<file path="src/hdl/mbc_pkg.sv">
`default_nettype none
// ----------------------------------------------------------------------------
// mbc_pkg
// Shared widths, modulus constants and the structs that pass between the
// table builder, the modular multiplier and the top level.
// ----------------------------------------------------------------------------
package mbc_pkg;

    localparam int N_W   = 12;    // width of the upper argument
    localparam int K_W   = 13;    // width of the lower argument, two's complement
    localparam int VAL_W = 30;    // width of a residue

    localparam logic [VAL_W-1:0] PRIME     = 30'd998244353;
    localparam logic [VAL_W-1:0] PRIME_EXP = PRIME - 30'd2;  // Fermat inverse exponent
    localparam logic [31:0]      PRIME_W   = 32'd998244353;
    localparam logic [31:0]      TWO_PRIME = 32'd1996488706;

    // Barrett factor floor(2^60 / p); fits in 31 bits
    localparam logic [63:0] BARRETT_FULL = (64'd1 << 60) / 64'd998244353;
    localparam logic [30:0] BARRETT_M    = BARRETT_FULL[30:0];

    // register stages through the modular multiplier
    localparam int MUL_LAT = 5;

    typedef struct packed {
        logic             valid;
        logic [VAL_W-1:0] a;
        logic [VAL_W-1:0] b;
    } t_mul_req;

    typedef struct packed {
        logic             fact_we;
        logic             inv_we;
        logic [VAL_W-1:0] data;
    } t_tab_wr;

    // side-band that rides through the first multiplier
    typedef struct packed {
        logic             query;
        logic             zero;
        logic [VAL_W-1:0] inv_nk;
    } t_q_tag;

endpackage
`default_nettype wire

</file>
<file path="src/hdl/mbc_mulmod.sv">
`default_nettype none
// ----------------------------------------------------------------------------
// mbc_mulmod
// Pipelined a*b mod p with Barrett reduction, five register stages,
// one operation per cycle, with a side-band tag carried alongside.
// ----------------------------------------------------------------------------
module mbc_mulmod #(
    parameter int TAG_W = 1
) (
    input  wire logic                      i_clk,
    input  wire logic                      i_rst_n,
    input  wire logic                      i_valid,
    input  wire logic [mbc_pkg::VAL_W-1:0] i_a,
    input  wire logic [mbc_pkg::VAL_W-1:0] i_b,
    input  wire logic [TAG_W-1:0]          i_tag,
    output logic                           o_valid,
    output logic      [mbc_pkg::VAL_W-1:0] o_res,
    output logic      [TAG_W-1:0]          o_tag
);

    logic [mbc_pkg::MUL_LAT-1:0] r_vld;
    logic [TAG_W-1:0]            r_tag [mbc_pkg::MUL_LAT];

    logic [59:0]               r_prod;
    logic [61:0]               r_q2;
    logic [31:0]               r_lo2;
    logic [31:0]               r_lo3;
    logic [31:0]               r_qp3;
    logic [31:0]               r_rem4;
    logic [mbc_pkg::VAL_W-1:0] r_res5;

    logic [59:0] w_prod;
    logic [61:0] w_q2;
    logic [61:0] w_qp;
    logic [31:0] w_fold;

    assign w_prod = 60'(i_a) * 60'(i_b);
    assign w_q2   = 62'(r_prod[59:29]) * 62'(mbc_pkg::BARRETT_M);
    assign w_qp   = 62'(r_q2[61:31]) * 62'(mbc_pkg::PRIME);

    // remainder is below 3p: fold once or twice
    always_comb begin
        if (r_rem4 >= mbc_pkg::TWO_PRIME) begin
            w_fold = r_rem4 - mbc_pkg::TWO_PRIME;
        end else if (r_rem4 >= mbc_pkg::PRIME_W) begin
            w_fold = r_rem4 - mbc_pkg::PRIME_W;
        end else begin
            w_fold = r_rem4;
        end
    end

    always_ff @(posedge i_clk) begin
        if (!i_rst_n) begin
            r_vld <= '0;
        end else begin
            r_vld <= {r_vld[mbc_pkg::MUL_LAT-2:0], i_valid};
        end
    end

    always_ff @(posedge i_clk) begin
        r_tag[0] <= i_tag;
        for (int s = 1; s < mbc_pkg::MUL_LAT; s++) begin
            r_tag[s] <= r_tag[s-1];
        end
        r_prod <= w_prod;
        r_q2   <= w_q2;
        r_lo2  <= r_prod[31:0];
        r_qp3  <= w_qp[31:0];
        r_lo3  <= r_lo2;
        r_rem4 <= r_lo3 - r_qp3;
        r_res5 <= w_fold[mbc_pkg::VAL_W-1:0];
    end

    assign o_valid = r_vld[mbc_pkg::MUL_LAT-1];
    assign o_res   = r_res5;
    assign o_tag   = r_tag[mbc_pkg::MUL_LAT-1];

endmodule
`default_nettype wire

</file>
<file path="config.mk">
export PLATFORM = sky130hd
export DESIGN_NAME = mbc_mulmod
export DESIGN_NICKNAME = d
export VERILOG_FILES = /design/src/hdl/mbc_pkg.sv /design/src/hdl/mbc_mulmod.sv
export SDC_FILE = /design/constraint.sdc
export NUM_CORES = 2
export LEC_CHECK = 0
export ABC_AREA = 0
export BUFFER_PORTS_ARGS = -buffer_cell sky130_fd_sc_hd__buf_2
export CORE_ASPECT_RATIO = 2
export CORE_UTILIZATION = 49
export CTS_CLUSTER_SIZE = 10
export DETAILED_ROUTE_END_ITERATION = 8
export SYNTH_ARGS = -nofsm -noshare
export SYNTH_HDL_FRONTEND = slang
export SYNTH_SLANG_ARGS = --single-unit
</file>
<file path="constraint.sdc">
create_clock -name i_clk -period 10.1 [get_ports i_clk]
set_clock_uncertainty 0.15 [all_clocks]
set_input_delay 0.505 -clock i_clk [delete_from_list [all_inputs] [get_ports i_clk]]
set_output_delay 0.505 -clock i_clk [all_outputs]
set_load 0.01 [all_outputs]
</file>
==> flow_summary.json <==
{
  "grt_pass1_vias": 40500,
  "slew_viol_final": 0,
  "worstHoldPathType": "reg2reg",
  "place.gp.congestion": 0.982,
  "cts_tree": "built",
  "max_freq_ghz": 0.109,
  "synthAdderAreaFrac_pct": 58.9,
  "fp-row-count": 166,
  "drt-initial-drc-count": 1428,
  "overflow": 0,
  "pre_cts_ws_ns": 0.880,
  "cp-start-kind": "flip-flop",
  "wl_um": 148000,
  "synthTopCellsByArea": "fa_1 41%, ha_1 18%, dfxtp_1 10%",
  "status": "complete, no violations",
  "root_buffer": "clkbuf_16",
  "grt_pass1_wl_um": 227000,
  "synth_edf_count": 0,
  "cap_viol_max_count": 0,
  "grt_usage_pct": 29.3,
  "die-area_um2": 105000,
  "fin_crit_ns": 9.21,
  "wl_per_cell_um": 22.4,
  "place_inst": 6566,
  "cts_sinks": 259,
  "endpoint_kind": "flip-flop",
  "setup_violations": 0,
  "relSlewSlack_pct": 24.2,
  "grt_max_degree": 31,
  "synth_top_family_by_area": "adder cells",
  "clock_path_buffers": 3,
  "yosysTopAreaCell": "fa_1",
  "coreArea_um2": 103000,
  "syn_inst": 5263,
  "synth_area_um2": 50800,
  "ys_warn_count": 0,
  "hold_viol": 0,
  "firstDrtPassIters": 5,
  "rsz0062_at_grt": "false",
  "yosysSeqAreaShare_pct": 10.2,
  "io_buffers": 95,
  "synth-simple-area-share_pct": 12.6,
  "drive_gt1_share_pct": 3.98,
  "cts_setup_buffers": 0,
  "ys_seq_elements": 259,
  "initial_core_util_pct": 49.5,
  "critPathMaxFanout": 10,
  "vias": 35300,
  "synth_compound_area_share_pct": 4.67,
  "routed_via_density": 5.35,
  "required_ns": 10.45,
  "layout_commonest_cell": "inv_1",
  "muxShareOfSynthArea_pct": 0.0197,
  "cts.clk_slew.worst_paths_ns": 0.06,
  "antenna_found_initial": 5,
  "ant_nets": 0,
  "crit_type": "reg2reg",
  "fp.dieW_um": 230,
  "synth_xor_xnor_area_share_pct": 2.67,
  "cts_buffers": 29,
  "clk_latency_ns": 0.64,
  "fillers": 9703,
  "period_share_pct": 91.2,
  "synth.distinct_cells": 69,
  "area_growth_pct": 5.22,
  "final_cell_mix": "1284 x inv_1, 1048 x fa_1, 715 x ha_1, 524 x and2_1, 468 x nand2_1",
  "syn-num-nets": 7090,
  "io_pins": 96,
  "cp.arrival_ns": 9.56,
  "h-tree-depth": 1,
  "nets": 7083,
  "fin_ws_ns": 0.887,
  "fin_tns_setup_ns": 0,
  "die_h_um": 457,
  "ys_async_sr_fraction_pct": 0,
  "tightest_slew_ns": 1.12,
  "post-route-util_pct": 52.1,
  "yosysTopAreaCellShare_pct": 41.3,
  "avgSynthCellArea_um2": 9.66,
  "place_hpwl_um": 124000,
  "drcViolationCount": 0,
  "synth-main-ff-cell": "dfxtp_1",
  "stdcell_count": 6602
}
## registers in the layout, indices dropped and copies added (netlist names)
register and cells:
r_prod 60, r_q2 31, o_res 30, r_lo3 32, r_lo2 32, r_rem4 32
r_vld 5, r_qp3 32, r_tag 5
## stage by stage
stage	cell area (µm²)	hold WS, ns
final	53500	0.171
after global routing	53500	0.178
after floorplan	50800	0.160
after global placement	52700	0.161
after CTS	53500	0.173
after detailed placement	52700	0.162
## critical path, stage by stage, from the launching register on
cell	delay, ns
dfxtp_1	0.83
fa_1	0.53
ha_1	0.31
inv_1	0.06
fa_1	0.50
inv_1	0.06
fa_1	0.53
inv_1	0.05
fa_1	0.47
inv_1	0.05
fa_1	0.38
inv_1	0.09
fa_1	0.41
inv_1	0.09
fa_1	0.43
ha_1	0.34
a21oi_1	0.22
o21ai_0	0.44
a2111oi_0	0.74
nor3_1	0.10
a211oi_1	0.47
a21o_1	0.22
a31oi_1	0.29
a311oi_1	0.59
nor2b_1	0.16
o41ai_1	0.34
xnor2_1	0.25
## synthesized netlist by cell type (6+ instances only)
master and count:
inv_1 1284, fa_1 1048, ha_1 715, and2_1 524
nand2_1 468, dfxtp_1 259, clkbuf_1 194, a21oi_1 113
xnor2_1 97, nor2_1 83, a21o_1 64, xor2_1 58
o21ai_0 53, nand3_1 34, nor3_1 23, o21a_1 22
nand4_1 21, nor2b_1 18, and3_1 16, nand2b_1 14
o21bai_1 14, a31oi_1 12, a211oi_1 10, o211ai_1 9
or4_1 7, or2_2 6
## layout make-up
| cell class | instances | area, µm² | area share [%] |
|---|---|---|---|
| multi-input combinational | 3524 | 40100 | 74.9 |
| sequential | 259 | 5180 | 9.70 |
| inverter | 1284 | 4820 | 9.01 |
| tap | 1344 | 1680 | 3.14 |
| timing repair buffer | 158 | 956 | 1.79 |
| clock buffer | 30 | 729 | 1.36 |
| clock inverter | 1 | 20.0 | 0.0374 |
| antenna | 2 | 5.00 | 0.00936 |
## routing by layer
metal / share of wire (%) / global-route usage [%]
met1: 31 / 26.8
met5: 0 / 0
met4: 9.6 / 22.8
met3: 3.3 / 2.92
met2: 56 / 57.7
## worst paths after layout
path / startpoint / end / slack (ns) / cells after the start
worst max register to register: r_prod[40]$_DFF_P_ / r_q2[54]$_DFF_P_ / 0.89 / 26
worst min-delay path: r_lo2[10]$_DFF_P_ / r_lo3[10]$_DFF_P_ / 0.17 / 0
worst min register to register: r_lo2[10]$_DFF_P_ / r_lo3[10]$_DFF_P_ / 0.17 / 0
worst max-delay path: r_prod[40]$_DFF_P_ / r_q2[54]$_DFF_P_ / 0.89 / 26
## what timing repair did
item	4_1_cts	5_1_grt
hold endpoints to repair	4	0
gates resized for setup	0	0
hold buffers	3	0
## logic make-up (layout without fill, tap and decap cells)
| group | after synthesis | count (layout) |
|---|---|---|
| other | 0 | 2 |
| and+or+nand+nor | 1243 | 1243 |
| DFF | 259 | 259 |
| adders and majority gates | 1763 | 1763 |
| buffers and inverters | 1480 | 1473 |
| xor gates and xnor gates | 155 | 155 |
| muxes | 1 | 1 |
| AOI/OAI and AO/OA | 362 | 362 |
Power is not shown: default switching activity piles up to over one toggle a cycle in this logic, so the estimate is an artifact.
