`src/hdl/mbc_pkg.sv`:
```
`default_nettype none
// ----------------------------------------------------------------------------
// mbc_pkg
// Shared widths, modulus constants and the structs that pass between the
// table builder, the modular multiplier and the top level.
// ----------------------------------------------------------------------------
package mbc_pkg;

    localparam int N_W   = 12;    // width of the upper argument
    localparam int K_W   = 13;    // width of the lower argument, two's complement
    localparam int VAL_W = 30;    // width of a residue

    localparam logic [VAL_W-1:0] PRIME     = 30'd998244353;
    localparam logic [VAL_W-1:0] PRIME_EXP = PRIME - 30'd2;  // Fermat inverse exponent
    localparam logic [31:0]      PRIME_W   = 32'd998244353;
    localparam logic [31:0]      TWO_PRIME = 32'd1996488706;

    // Barrett factor floor(2^60 / p); fits in 31 bits
    localparam logic [63:0] BARRETT_FULL = (64'd1 << 60) / 64'd998244353;
    localparam logic [30:0] BARRETT_M    = BARRETT_FULL[30:0];

    // register stages through the modular multiplier
    localparam int MUL_LAT = 5;

    typedef struct packed {
        logic             valid;
        logic [VAL_W-1:0] a;
        logic [VAL_W-1:0] b;
    } t_mul_req;

    typedef struct packed {
        logic             fact_we;
        logic             inv_we;
        logic [VAL_W-1:0] data;
    } t_tab_wr;

    // side-band that rides through the first multiplier
    typedef struct packed {
        logic             query;
        logic             zero;
        logic [VAL_W-1:0] inv_nk;
    } t_q_tag;

endpackage
`default_nettype wire

```
`src/hdl/mbc_builder.sv`:
```
`default_nettype none
// ----------------------------------------------------------------------------
// mbc_builder
// Post-reset sequencer: fills the factorial table, inverts the last
// factorial by square and multiply, then fills inverse factorials downward.
// ----------------------------------------------------------------------------
module mbc_builder #(
    parameter int TABLE_SIZE = 4096
) (
    input  wire logic                              i_clk,
    input  wire logic                              i_rst_n,
    input  wire logic                              i_mul_valid,
    input  wire logic [mbc_pkg::VAL_W-1:0]         i_mul_res,
    output logic                                   o_busy,
    output logic      [$clog2(TABLE_SIZE)-1:0]     o_wr_addr,
    output mbc_pkg::t_tab_wr                       o_wr,
    output mbc_pkg::t_mul_req                      o_mul
);

    localparam int AW = $clog2(TABLE_SIZE);
    localparam logic [AW-1:0] LAST = AW'(TABLE_SIZE - 1);

    typedef enum logic [3:0] {
        ST_FACT = 4'b0001,
        ST_POW  = 4'b0010,
        ST_INV  = 4'b0100,
        ST_DONE = 4'b1000
    } t_bld_state;

    t_bld_state                r_state, n_state;
    logic [AW-1:0]             r_idx,   n_idx;
    logic [mbc_pkg::VAL_W-1:0] r_val,   n_val;
    logic [mbc_pkg::VAL_W-1:0] r_acc,   n_acc;
    logic [mbc_pkg::VAL_W-1:0] r_base,  n_base;
    logic [mbc_pkg::VAL_W-1:0] r_exp,   n_exp;
    logic                      r_pend,  n_pend;
    logic                      r_phase, n_phase;

    always_comb begin
        n_state = r_state;
        n_idx   = r_idx;
        n_val   = r_val;
        n_acc   = r_acc;
        n_base  = r_base;
        n_exp   = r_exp;
        n_pend  = r_pend;
        n_phase = r_phase;
        o_wr    = '0;
        o_mul   = '0;
        case (r_state)
            ST_FACT: begin
                if (!r_pend) begin
                    o_wr.fact_we = 1'b1;
                    o_wr.data    = r_val;
                    if (r_idx == LAST) begin
                        n_state = ST_POW;
                        n_base  = r_val;
                        n_acc   = 30'd1;
                        n_exp   = mbc_pkg::PRIME_EXP;
                        n_phase = 1'b0;
                    end else begin
                        o_mul.valid = 1'b1;
                        o_mul.a     = r_val;
                        o_mul.b     = mbc_pkg::VAL_W'(r_idx) + 30'd1;
                        n_pend      = 1'b1;
                        n_idx       = r_idx + AW'(1);
                    end
                end else if (i_mul_valid) begin
                    n_val  = i_mul_res;
                    n_pend = 1'b0;
                end
            end
            ST_POW: begin
                if (!r_pend) begin
                    if (r_exp == '0) begin
                        n_state = ST_INV;
                        n_val   = r_acc;
                    end else begin
                        // phase 0: acc*base, phase 1: base*base
                        o_mul.valid = 1'b1;
                        o_mul.a     = r_phase ? r_base : r_acc;
                        o_mul.b     = r_base;
                        n_pend      = 1'b1;
                    end
                end else if (i_mul_valid) begin
                    n_pend = 1'b0;
                    if (!r_phase) begin
                        if (r_exp[0]) begin
                            n_acc = i_mul_res;
                        end
                        n_phase = 1'b1;
                    end else begin
                        n_base  = i_mul_res;
                        n_exp   = r_exp >> 1;
                        n_phase = 1'b0;
                    end
                end
            end
            ST_INV: begin
                if (!r_pend) begin
                    o_wr.inv_we = 1'b1;
                    o_wr.data   = r_val;
                    if (r_idx == '0) begin
                        n_state = ST_DONE;
                    end else begin
                        o_mul.valid = 1'b1;
                        o_mul.a     = r_val;
                        o_mul.b     = mbc_pkg::VAL_W'(r_idx);
                        n_pend      = 1'b1;
                        n_idx       = r_idx - AW'(1);
                    end
                end else if (i_mul_valid) begin
                    n_val  = i_mul_res;
                    n_pend = 1'b0;
                end
            end
            ST_DONE: begin
            end
            default: begin
                n_state = ST_FACT;
            end
        endcase
    end

    always_ff @(posedge i_clk) begin
        if (!i_rst_n) begin
            r_state <= ST_FACT;
            r_idx   <= '0;
            r_val   <= 30'd1;
            r_pend  <= 1'b0;
            r_phase <= 1'b0;
        end else begin
            r_state <= n_state;
            r_idx   <= n_idx;
            r_val   <= n_val;
            r_pend  <= n_pend;
            r_phase <= n_phase;
        end
    end

    always_ff @(posedge i_clk) begin
        r_acc  <= n_acc;
        r_base <= n_base;
        r_exp  <= n_exp;
    end

    assign o_busy    = (r_state != ST_DONE);
    assign o_wr_addr = r_idx;

endmodule
`default_nettype wire

```
`config.mk`:
```
export PLATFORM = sky130hd
export DESIGN_NAME = mbc_builder
export DESIGN_NICKNAME = d
export VERILOG_FILES = /design/src/hdl/mbc_pkg.sv /design/src/hdl/mbc_builder.sv
export SDC_FILE = /design/constraint.sdc
export NUM_CORES = 1
export LEC_CHECK = 0
export ABC_AREA = 1
export BUFFER_PORTS_ARGS = -buffer_cell sky130_fd_sc_hd__buf_2
export CAP_MARGIN = 10
export CORE_MARGIN = 4
export CORE_UTILIZATION = 50
export DETAILED_ROUTE_END_ITERATION = 7
export GPL_TIMING_DRIVEN = 1
export PLACE_DENSITY_LB_ADDON = 0.1
export SKIP_LAST_GASP = 1
export SLEW_MARGIN = 20
export SYNTH_ARGS = -nofsm -noshare
export SYNTH_HDL_FRONTEND = slang
export SYNTH_SLANG_ARGS = --single-unit
```
`constraint.sdc`:
```
create_clock -name i_clk -period 3.09 [get_ports i_clk]
set_clock_uncertainty 0.05 [all_clocks]
set_input_delay 0.4635 -clock i_clk [delete_from_list [all_inputs] [get_ports i_clk]]
set_output_delay 0.4635 -clock i_clk [all_outputs]
set_load 0.01 [all_outputs]
```
==> run_results.csv, run 1 <==
group,metric,value,unit
yosys,yosysWarningCount,0,
placement,place_congestion,0.8670,
yosys,synthFlopType,"edfxtp_1",
drt,via_per_inst,5.027,
die,core,15310,um2
cells_and_area,nets,1212,
yosys,ys_seq_elements,138,
clock_network,clock_latency,0.42,ns
cells_and_area,fin_cells,1390,
yosys,syn-num-nets,1095,
placement,dpl.hpwl,13.80,mm
cells_and_area,design_area,9394,um2
global_routing,overflow,0,
placement,port_buffers,138,
critical_path,crit_path_end_kind,"output pin",
drt,drt_iter0_drc,555,
yosys,syn_area,7896,um2
critical_path,startpoint,"o_wr_addr[0]",
critical_path,cp_max_fo,23,
placement,placed_cell_area,8772,um2
power_and_ir_drop,powerDensity,493.0,nW/um2
yosys,syn_area_per_cell,7.527,um2
clock_network,cts_max_level,4,
die,initial_core_util,0.5156,
sta,maxSlewViolCount,0,
sta,rsz0062_at_grt,"false",
sta,worst_pin_slew,0.6671,ns
min_path,holdCritPathClass,"in2reg",
drt,wirelength,20.21,mm
drt,avgRoutedWirePerCell,14.54,um
clock_network,cts_buffer_depth,2,
yosys,synth-seq-area-share,0.4640,
critical_path,slowest_delay,0.47,ns
critical_path,worst-setup-path-type,"reg2out",
critical_path,cp_common_cell,"nand2_1",
clock_network,post_cts.repair.setup_buffers,0,
global_routing,track_usage,0.2281,
critical_path,r2r_start,"o_wr_addr[0]",
sta,setup_viol,0,
die,die_x,133.7,um
die,num_io_pins,139,
cells_and_area,layout_commonest_cell,"nor2_1",
min_path,min_path_cells,3,
clock_network,ctsHoldBuffers,0,
placement,dpl_worst_slack,0.5236,ns
critical_path,critical-path-top-delay-family,"simple AND/OR/NAND/NOR gates",
sta,finalSetupTns,0,ns
critical_path,critPathArrivalTime,2.41,ns
global_routing,first_global_vias,6449,
die,dieArea,17870,um2
clock_network,clk_pin_slew,0.06,ns
cells_and_area,diodes,0,
global_routing,antenna_found_initial,0,
drt,drt_first_pass_iters,6,
cells_and_area,post_route_cells_drive_above_1_share,0.1985,
min_path,hp-start,"i_mul_res[0]",
sta,post-route-worst-setup-slack,0.1675,ns
sta,slew_headroom,0.5553,
yosys,synth_top_cell_by_area,"edfxtp_1",
clock_network,cts_tree,"built",
power_and_ir_drop,power.leakage,4.567,nW
sta,fmax,0.3422,GHz
yosys,synth_top_area_frac,0.3423,
critical_path,path_buf_inv,3,
job,max_cap_violations,0,
sta,timing.hold.ws,0.3239,ns
sta,fin_crit_sh,0.9458,
critical_path,cp.required,2.58,ns
die,rows,45,
power_and_ir_drop,ir_drop,0.6292,mV
sta,min_period,2.923,ns
cells_and_area,syn_to_final_growth,18.97,%
drt,drt_drc_violations_left,0,
clock_network,clock_sinks,138,
cells_and_area,layout_common_cells,"222 x nor2_1, 182 x nand2_1, 156 x inv_1",
critical_path,path_cells,"ha_1 > nand3_2 > inv_1 > nand3_1 > nand2_1 > nand2_1 > nand2_1 > buf_4 > o22ai_1 > buf_2",
min_path,min_to,"r_acc[0]",
yosys,netlist_instances,1049,
global_routing,grt_pass1_wl,32.60,mm
critical_path,critPathLaunchType,"flop",
critical_path,slowest_stage,"dfxtp_1",
yosys,synth.area.top_cells,"edfxtp_1 34%, dfxtp_1 12%, nor2_1 11%, nand2_1 8.7%, inv_1 7.5%",
critical_path,r2r_slack,0.45,ns
global_routing,grt_start_max_net_pins,61,
yosys,async_flop_share,0,
sta,hold_violations,0,
yosys,synth-edff-count,90,
placement,dp.cells,1358,
clock_network,clock-root-buffer,"clkbuf_16",
drt,vias,6987,
yosys,yosys.cell_types.count,34,
drt,final_antenna_net_count,0,
outcome,outcome,"finished, final reports clean",
die,die_h,133.7,um
clock_network,cts_buffers,17,
critical_path,ff2ff_path_depth,8,
critical_path,reg2reg_to,"r_acc[11]",
-- routing by layer --
metal  part of all wire  up-vias  global-route usage
met4              0.014        0             0.06686
met3              0.047       29             0.04645
met1               0.47     3181              0.3122
met5                  0        -                   0
li1                   -     3592                   -
met2               0.47      185              0.3679
-- cell families after synthesis --
kind of cell / Yosys count / share of synthesized area
AOI/OAI and AO/OA: 174 / 0.1299
xor gates and xnor gates: 14 / 0.01553
buffers and inverters: 219 / 0.1115
adders and majority gates: 13 / 0.02155
and+or+nand+nor: 491 / 0.2575
DFF: 138 / 0.4640
-- worst register-to-register path, delay by kind of cell (launching register included) --
| family | cells | cell delay [ns] |
|---|---|---|
| flops | 1 | 0.47 |
| buf+inv | 2 | 0.32 |
| compound gates | 2 | 0.62 |
| simple gates | 3 | 0.62 |
| fa+ha+maj | 1 | 0.25 |
-- flip-flops by register name (all words and copies together) (netlist names) --
register   flops
o_wr_addr     12
r_acc         30
r_base        30
r_exp         30
r_pend         1
r_phase        1
r_state        4
r_val         30
-- synthesized netlist by cell type (4+ instances only) --
| cell | number |
|---|---|
| nor2_1 | 223 |
| nand2_1 | 183 |
| inv_1 | 157 |
| edfxtp_1 | 90 |
| a21oi_1 | 51 |
| dfxtp_1 | 48 |
| o21ai_0 | 46 |
| o21bai_1 | 33 |
| clkbuf_1 | 30 |
| o22ai_1 | 30 |
| or2_2 | 28 |
| nand3_1 | 27 |
| nand4_1 | 17 |
| buf_2 | 16 |
| ha_1 | 12 |
| xor2_1 | 10 |
| o211ai_1 | 6 |
| nand2_2 | 5 |
| buf_1 | 4 |
| buf_6 | 4 |
| inv_2 | 4 |
| nand3_2 | 4 |
| xnor2_1 | 4 |
-- timing repair --
| item | in CTS | in global routing |
|---|---|---|
| endpoints found under the setup margin | 0 | 21 |
| gates resized for setup | 0 | 1 |
| hold endpoints to repair | 0 | 0 |
-- metrics by stage --
| stage | total power [mW] | util |
|---|---|---|
| 3_5_place_dp | 2.556 | 0.5728 |
| 5_1_grt | 4.827 | 0.6134 |
| 3_3_place_gp | 2.549 | 0.5728 |
| 4_1_cts | 4.669 | 0.6129 |
| 6_report | 4.631 | 0.6134 |
| 2_1_floorplan | 2.388 | - |
-- worst max path at each step --
stage                      to  depth (start not counted)  slack (ns)
floorplan           r_base[0]                          7        0.09
global placement    r_acc[16]                          8        0.60
detailed placement  r_acc[16]                          8        0.52
CTS                 o_mul[53]                         10        0.15
global route        o_mul[31]                         11        0.01
finish              o_mul[46]                         10        0.17
-- power by group --
part | switching [mW] | internal, mW | leakage (nW)
Clock | 0.830 | 1.28 | 0.289
Combinational | 0.300 | 0.183 | 3.15
Sequential | 0.0408 | 1.99 | 1.13
-- final cells by class --
type / instances / area, um2
Clock inverter: 15 / 188.9
Fill cell: 1451 / 5921
Multi-Input combinational cell: 692 / 3374
Inverter: 162 / 608.1
Sequential cell: 138 / 3665
Tap cell: 211 / 264.0
Timing Repair Buffer: 155 / 868.3
Clock buffer: 17 / 425.4
Note: power is estimated with default switching activity, not from simulation.
==> inputs of run 2 (changes only) <==
CELL_PAD_IN_SITES_DETAIL_PLACEMENT = 2   (was unset)
CELL_PAD_IN_SITES_GLOBAL_PLACEMENT = 2   (was unset)
CORE_UTILIZATION = 29   (was 50)
HOLD_SLACK_MARGIN = 0.05   (was unset)
==> run 2 against run 1 <==
  * Hold slack got worse by 0.033 ns
  * Global-route usage decreased by 4.8 points
  * Clock power fell by 4%
  * Critical path type unchanged
  * Largest cell class unchanged
==> run_results.csv, run 2 (synthesis results as in run 1) <==
group,metric,value,unit
drt,route.met2.wl,13.45,mm
drt,wl_met3,1.010,mm
critical_path,critPathCapture,"o_mul[56]",
global_routing,track_usage,0.1802,
clock_network,clk_pin_slew,0.06,ns
cells_and_area,nets,1214,
die,num_io_pins,139,
sta,setup_viol,0,
global_routing,overflow,0,
cells_and_area,syn_to_final_growth,20.60,%
critical_path,reg2reg_to,"r_exp[8]",
placement,port_buffers,138,
clock_network,cts_max_level,4,
critical_path,cp_common_cell,"nand2_1",
sta,min_period,2.881,ns
clock_network,clock-root-buffer,"clkbuf_16",
power_and_ir_drop,clockPowerShare,0.442,
sta,finalSetupTns,0,ns
clock_network,clock_sinks,138,
clock_network,cts_buffer_depth,2,
drt,avgRoutedWirePerCell,17.94,um
die,die_h,173.0,um
clock_network,cts_buffers,17,
cells_and_area,layout_common_cells,"222 x nor2_1, 180 x nand2_1, 156 x inv_1",
global_routing,grt_pass1_wl,43.33,mm
die,core,26880,um2
drt,wirelength,27.30,mm
cells_and_area,fin_cells,1522,
critical_path,path_cells,"inv_1 > ha_1 > nand2_1 > nor2_1 > nand2_1 > nand2_1 > nand2_1 > nand2_2 > buf_4 > o22ai_1 > buf_2",
global_routing,grt_start_max_net_pins,61,
critical_path,slowest_stage,"dfxtp_2",
die,die_x,173.0,um
critical_path,critPathLaunchType,"flop",
critical_path,critPathArrivalTime,2.37,ns
drt,drt_drc_violations_left,0,
power_and_ir_drop,internal_power,3.302,mW
power_and_ir_drop,pwr-share-seq,0.446,
clock_network,cts_tree,"built",
die,rows,60,
sta,fin_crit_sh,0.9323,
cells_and_area,layout_commonest_cell,"nor2_1",
die,initial_core_util,0.2938,
critical_path,r2r_start,"o_wr_addr[0]",
power_and_ir_drop,power.leakage,4.559,nW
sta,slew_headroom,0.5269,
placement,dp.cells,1490,
global_routing,antenna_found_initial,0,
drt,top_layer_used,"met4",
job,max_cap_violations,0,
clock_network,clock_latency,0.42,ns
power_and_ir_drop,p_switching,1.264,mW
power_and_ir_drop,power.total,4.566,mW
power_and_ir_drop,ir_drop,0.2527,mV
cells_and_area,fill_cells,3225,
critical_path,cp.required,2.58,ns
critical_path,worst-setup-path-type,"reg2out",
clock_network,ctsHoldBuffers,0,
drt,drt_iter0_drc,270,
critical_path,crit_path_end_kind,"output pin",
sta,worst_pin_slew,0.7088,ns
global_routing,first_global_vias,7888,
placement,place_congestion,0.7639,
power_and_ir_drop,pwr-share-comb,0.111,
critical_path,ff2ff_path_depth,8,
sta,maxSlewViolCount,0,
sta,hold_violations,0,
sta,fmax,0.3471,GHz
placement,dpl.hpwl,19.01,mm
critical_path,startpoint,"o_wr_addr[0]",
drt,drt-met1-wl,12.67,mm
critical_path,cp_max_fo,19,
outcome,outcome,"finished, final reports clean",
critical_path,r2r_slack,0.64,ns
clock_network,cts_resized,1,
die,dieArea,29930,um2
critical_path,slowest_delay,0.42,ns
drt,drt_first_pass_iters,4,
clock_network,post_cts.repair.setup_buffers,0,
min_path,holdCritPathClass,"in2reg",
cells_and_area,post_route_cells_drive_above_1_share,0.2024,
drt,final_antenna_net_count,0,
drt,via_per_inst,4.784,
power_and_ir_drop,switching_share,0.2768,
cells_and_area,diodes,0,
drt,vias,7282,
power_and_ir_drop,powerDensity,479.5,nW/um2
sta,rsz0062_at_grt,"false",
[run 2: cell types whose count changed in the layout (fill, tap and decap cells not counted), moves of 2 or more]
cell,change
nand2_2,+2
nand2_1,-2
bufinv_16,-2
clkinv_2,+2
buf_4,+2
dfxtp_1,-2
dfxtp_2,+2
[run 2: through the flow]
step,setup slack [ns],utilization,cell area [um2],hold slack (ns)
5_1_grt,0.01064,0.3543,9523,0.2943
2_1_floorplan,0.08711,-,7899,0.3789
4_1_cts,0.05596,0.3541,9518,0.2729
3_3_place_gp,0.4975,0.3331,8952,0.3960
3_5_place_dp,0.4714,0.3331,8952,0.4148
6_report,0.2093,0.3543,9523,0.2911
[run 2: worst min path at each step]
stage            startpoint        to  slack (ns)  cells past startpoint
2_1_floorplan      r_val[0]  r_val[0]        0.38                      2
3_3_place_gp       r_val[0]  r_val[0]        0.40                      2
3_5_place_dp       r_val[0]  r_val[0]        0.41                      2
4_1_cts        i_mul_res[0]  r_acc[0]        0.27                      3
5_1_grt        i_mul_res[0]  r_acc[0]        0.29                      3
6_report       i_mul_res[0]  r_acc[0]        0.29                      3
[run 2: routing by layer]
layer	vias up	track usage
li1	3579	-
met1	3558	0.2341
met4	0	0.03093
met3	14	0.03520
met2	131	0.3163
met5	-	0
[run 2: layout make-up]
class | count | area (um2) | area share
tap | 341 | 426.7 | 0.04480
timing repair buffer | 157 | 883.3 | 0.09276
clock inverter | 14 | 135.1 | 0.01419
multi-input combinational | 692 | 3372 | 0.3541
clock buffer | 18 | 429.2 | 0.04507
inverter | 162 | 609.3 | 0.06399
sequential | 138 | 3667 | 0.3851
[run 2: critical path, delay by kind of cell (launching register included)]
| family | cells | cell delay, ns |
|---|---|---|
| buf+inv | 3 | 0.54 |
| simple gates | 6 | 0.48 |
| flops | 1 | 0.42 |
| compound gates | 1 | 0.26 |
| fa+ha+maj | 1 | 0.23 |
[run 2: power by group through the flow]
stage / registers, mW / logic, mW / clock network, mW
2_1_floorplan: 2.06 / 0.328 / 0
3_3_place_gp: 2.08 / 0.504 / 0
3_5_place_dp: 2.08 / 0.518 / 0
4_1_cts: 2.04 / 0.523 / 2.08
5_1_grt: 2.05 / 0.580 / 2.16
6_report: 2.04 / 0.508 / 2.02
==> inputs of run 3 (changes only) <==
ABC_AREA = unset   (was 1)
CAP_MARGIN = 20   (was 10)
CELL_PAD_IN_SITES_DETAIL_PLACEMENT = 0   (was 2)
CELL_PAD_IN_SITES_GLOBAL_PLACEMENT = 1   (was 2)
CORE_UTILIZATION = 39   (was 29)
==> run 3 against run 2 <==
  * Power increased by 2.8%
  * Cell area increased by 0.47%
  * First-iteration DRC count increased by 86%
  * Critical path type unchanged
  * Synthesized cell count decreased by 30%
  * Critical endpoint is now o_mul[52]
  * Die area decreased by 27%
==> run_results.csv, run 3 <==
group,metric,value,unit
drt,drt_iter0_drc,503,
critical_path,cp_max_fo,29,
yosys,ys_seq_elements,138,
power_and_ir_drop,pwr-share-comb,0.089,
clock_network,clock_latency,0.42,ns
sta,worst_pin_slew,0.7503,ns
clock_network,cts_max_level,4,
drt,vias,6332,
yosys,synth.most_common_cell,"edfxtp_1",
yosys,synth-xor-area-share,0.01153,
critical_path,worst-setup-path-type,"reg2out",
yosys,synth-edff-count,90,
critical_path,slowest_delay,0.43,ns
die,die_h,147.5,um
yosys,netlist_instances,737,
power_and_ir_drop,powerDensity,490.6,nW/um2
global_routing,first_global_vias,6311,
global_routing,track_usage,0.2068,
global_routing,grt_pass1_wl,35.46,mm
critical_path,ff2ff_path_depth,10,
cells_and_area,diodes,0,
cells_and_area,fill_cells,1755,
power_and_ir_drop,internal_power,3.634,mW
sta,setup_viol,0,
yosys,synth_compound_area_frac,0.1682,
global_routing,antenna_found_initial,2,
cells_and_area,design_area,9568,um2
yosys,synth.area.top_cells,"edfxtp_1 36%, dfxtp_1 13%, mux2i_1 8.2%, and2_1 6.5%, a211oi_2 4.8%",
critical_path,path_cells,"nor4_2 > nand4_1 > o21ai_2 > nand2b_2 > buf_12 > o21ai_0 > buf_2",
clock_network,cts_buffer_depth,2,
drt,final_antenna_net_count,0,
critical_path,critPathLaunchType,"flop",
die,num_io_pins,139,
outcome,outcome,"finished, final reports clean",
clock_network,clk_pin_slew,0.06,ns
cells_and_area,multiInputGateArea,3767,um2
sta,hold_violations,0,
die,rows,50,
cells_and_area,nets,934,
drt,drt_drc_violations_left,0,
power_and_ir_drop,power.leakage,3.911,nW
power_and_ir_drop,switching_share,0.2258,
placement,dpl.hpwl,15.24,mm
cells_and_area,regArea,3667,um2
yosys,yosys.cell_types.count,57,
yosys,syn_area,7594,um2
placement,port_buffers,138,
yosys,synth_simple_gate_area_share,0.1976,
sta,maxSlewViolCount,0,
die,core,18960,um2
power_and_ir_drop,pwr-share-seq,0.429,
yosys,synth_common_cells,"90 x edfxtp_1, 79 x and2_1, 75 x nand2_1, 62 x mux2i_1, 55 x o21ai_0",
yosys,syn_area_per_cell,10.30,um2
sta,min_period,3.003,ns
global_routing,grt_start_max_net_pins,61,
yosys,synth_top_area_frac,0.3559,
sta,rsz0062_at_grt,"true",
cells_and_area,finalCoreUtilization,0.5048,
critical_path,critPathArrivalTime,2.49,ns
critical_path,crit_path_end_kind,"output pin",
yosys,synth-seq-area-share,0.4825,
die,die_x,147.5,um
clock_network,cts_tree,"built",
drt,avgRoutedWirePerCell,19.52,um
placement,place_congestion,0.8573,
clock_network,clock-root-buffer,"clkbuf_16",
clock_network,cts_buffers,17,
yosys,synthAdderAreaFrac,0.02241,
drt,wirelength,22.66,mm
die,initial_core_util,0.4006,
yosys,synthFlopType,"edfxtp_1",
min_path,min_path_cells,2,
sta,fin_crit_sh,0.9719,
placement,placed_cell_area,8771,um2
power_and_ir_drop,clockPowerShare,0.482,
yosys,synth_top_cell_by_area,"edfxtp_1",
cells_and_area,layout_commonest_cell,"buf_2",
min_path,holdCritPathClass,"in2reg",
global_routing,overflow,0,
yosys,yosysWarningCount,0,
critical_path,cp.required,2.58,ns
critical_path,slowest_stage,"edfxtp_1",
sta,fmax,0.3330,GHz
yosys,muxShareOfSynthArea,0.08173,
die,dieArea,21770,um2
yosys,syn-num-nets,783,
yosys,async_flop_share,0,
power_and_ir_drop,p_switching,1.060,mW
critical_path,r2r_slack,0.20,ns
job,max_cap_violations,0,
drt,via_per_inst,5.454,
clock_network,clock_sinks,138,
sta,slew_headroom,0.4979,
cells_and_area,syn_to_final_growth,26.00,%
power_and_ir_drop,ir_drop,0.4080,mV
yosys,synth_top_family_by_area,"simple AND/OR/NAND/NOR gates",
cells_and_area,post_route_cells_drive_above_1_share,0.3008,
drt,drt_first_pass_iters,7,
cells_and_area,layout_common_cells,"138 x buf_2, 90 x edfxtp_1, 79 x and2_1",
[run 3: cell count changes after synthesis, sizes merged, moves of 33 or more]
cell / change
nand2: -113
mux2i: +62
inv: -148
nor2: -177
nand2b: +33
a21oi: -33
and2: +79
[run 3: final timing paths]
path                              startpoint            to
worst min-delay path            i_mul_res[0]      r_acc[0]
worst max-delay path               r_exp[24]     o_mul[52]
worst min register to register     r_exp[10]      r_exp[9]
worst max register to register    r_state[1]  o_wr_addr[8]
[run 3: routing by layer]
metal / wire length [um] / vias up / global-route usage / share of wire
met1: 10110 / 3143 / 0.2725 / 0.45
met4: 270 / 4 / 0.05545 / 0.012
met2: 10990 / 200 / 0.3457 / 0.49
met5: 26 / - / 0 / 0.0011
li1: - / 2961 / - / -
met3: 1257 / 24 / 0.04537 / 0.055
[run 3: layout make-up]
type	instances	share of cell area
Clock buffer	21	0.04812
Multi-Input combinational cell	539	0.3937
Sequential cell	138	0.3833
Clock inverter	11	0.02014
Inverter	14	0.006277
Timing Repair Buffer	178	0.1144
Tap cell	260	0.03400
[run 3: cell families (layout without fill, tap and decap cells)]
group           count (synthesis)  count (layout)
flops                         138             138
compound gates                170             170
simple gates                  284             284
mux                            62              62
fa+ha+maj                      13              13
buf+inv                        60             224
xor+xnor                       10              10
[run 3: repair_timing]
item	4_1_cts	5_1_grt
hold buffers	0	0
setup endpoints to repair	59	59
setup buffers	3	4
pin swaps	2	4
gates resized for setup	8	19
[run 3: metrics by stage]
step	hold WS (ns)	setup TNS (ns)	total power, mW	worst slack (ns)	std cells
after floorplan	0.4558	0	2.288	0.2641	737
after global placement	0.4664	0	2.450	0.1990	1122
after detailed placement	0.4738	0	2.457	0.1598	1122
after CTS	0.2745	0	4.726	0.005069	1157
after global routing	0.2943	-0.05520	4.871	-0.02427	1161
final	0.2903	0	4.694	0.08686	1161
[run 3: critical path, delay by kind of cell, from the launching register on]
kind                   cells  cell delay, ns
AND/OR/NAND/NOR            3            0.79
flip-flops                 1            0.43
AO/OA/AOI/OAI              2            0.46
buffers and inverters      2            0.39
[run 3: power by group through the flow]
stage | clock network, mW | logic [mW] | registers [mW]
5_1_grt | 2.40 | 0.455 | 2.02
3_3_place_gp | 0 | 0.398 | 2.05
6_report | 2.26 | 0.416 | 2.02
3_5_place_dp | 0 | 0.404 | 2.05
4_1_cts | 2.31 | 0.406 | 2.01
2_1_floorplan | 0 | 0.238 | 2.05
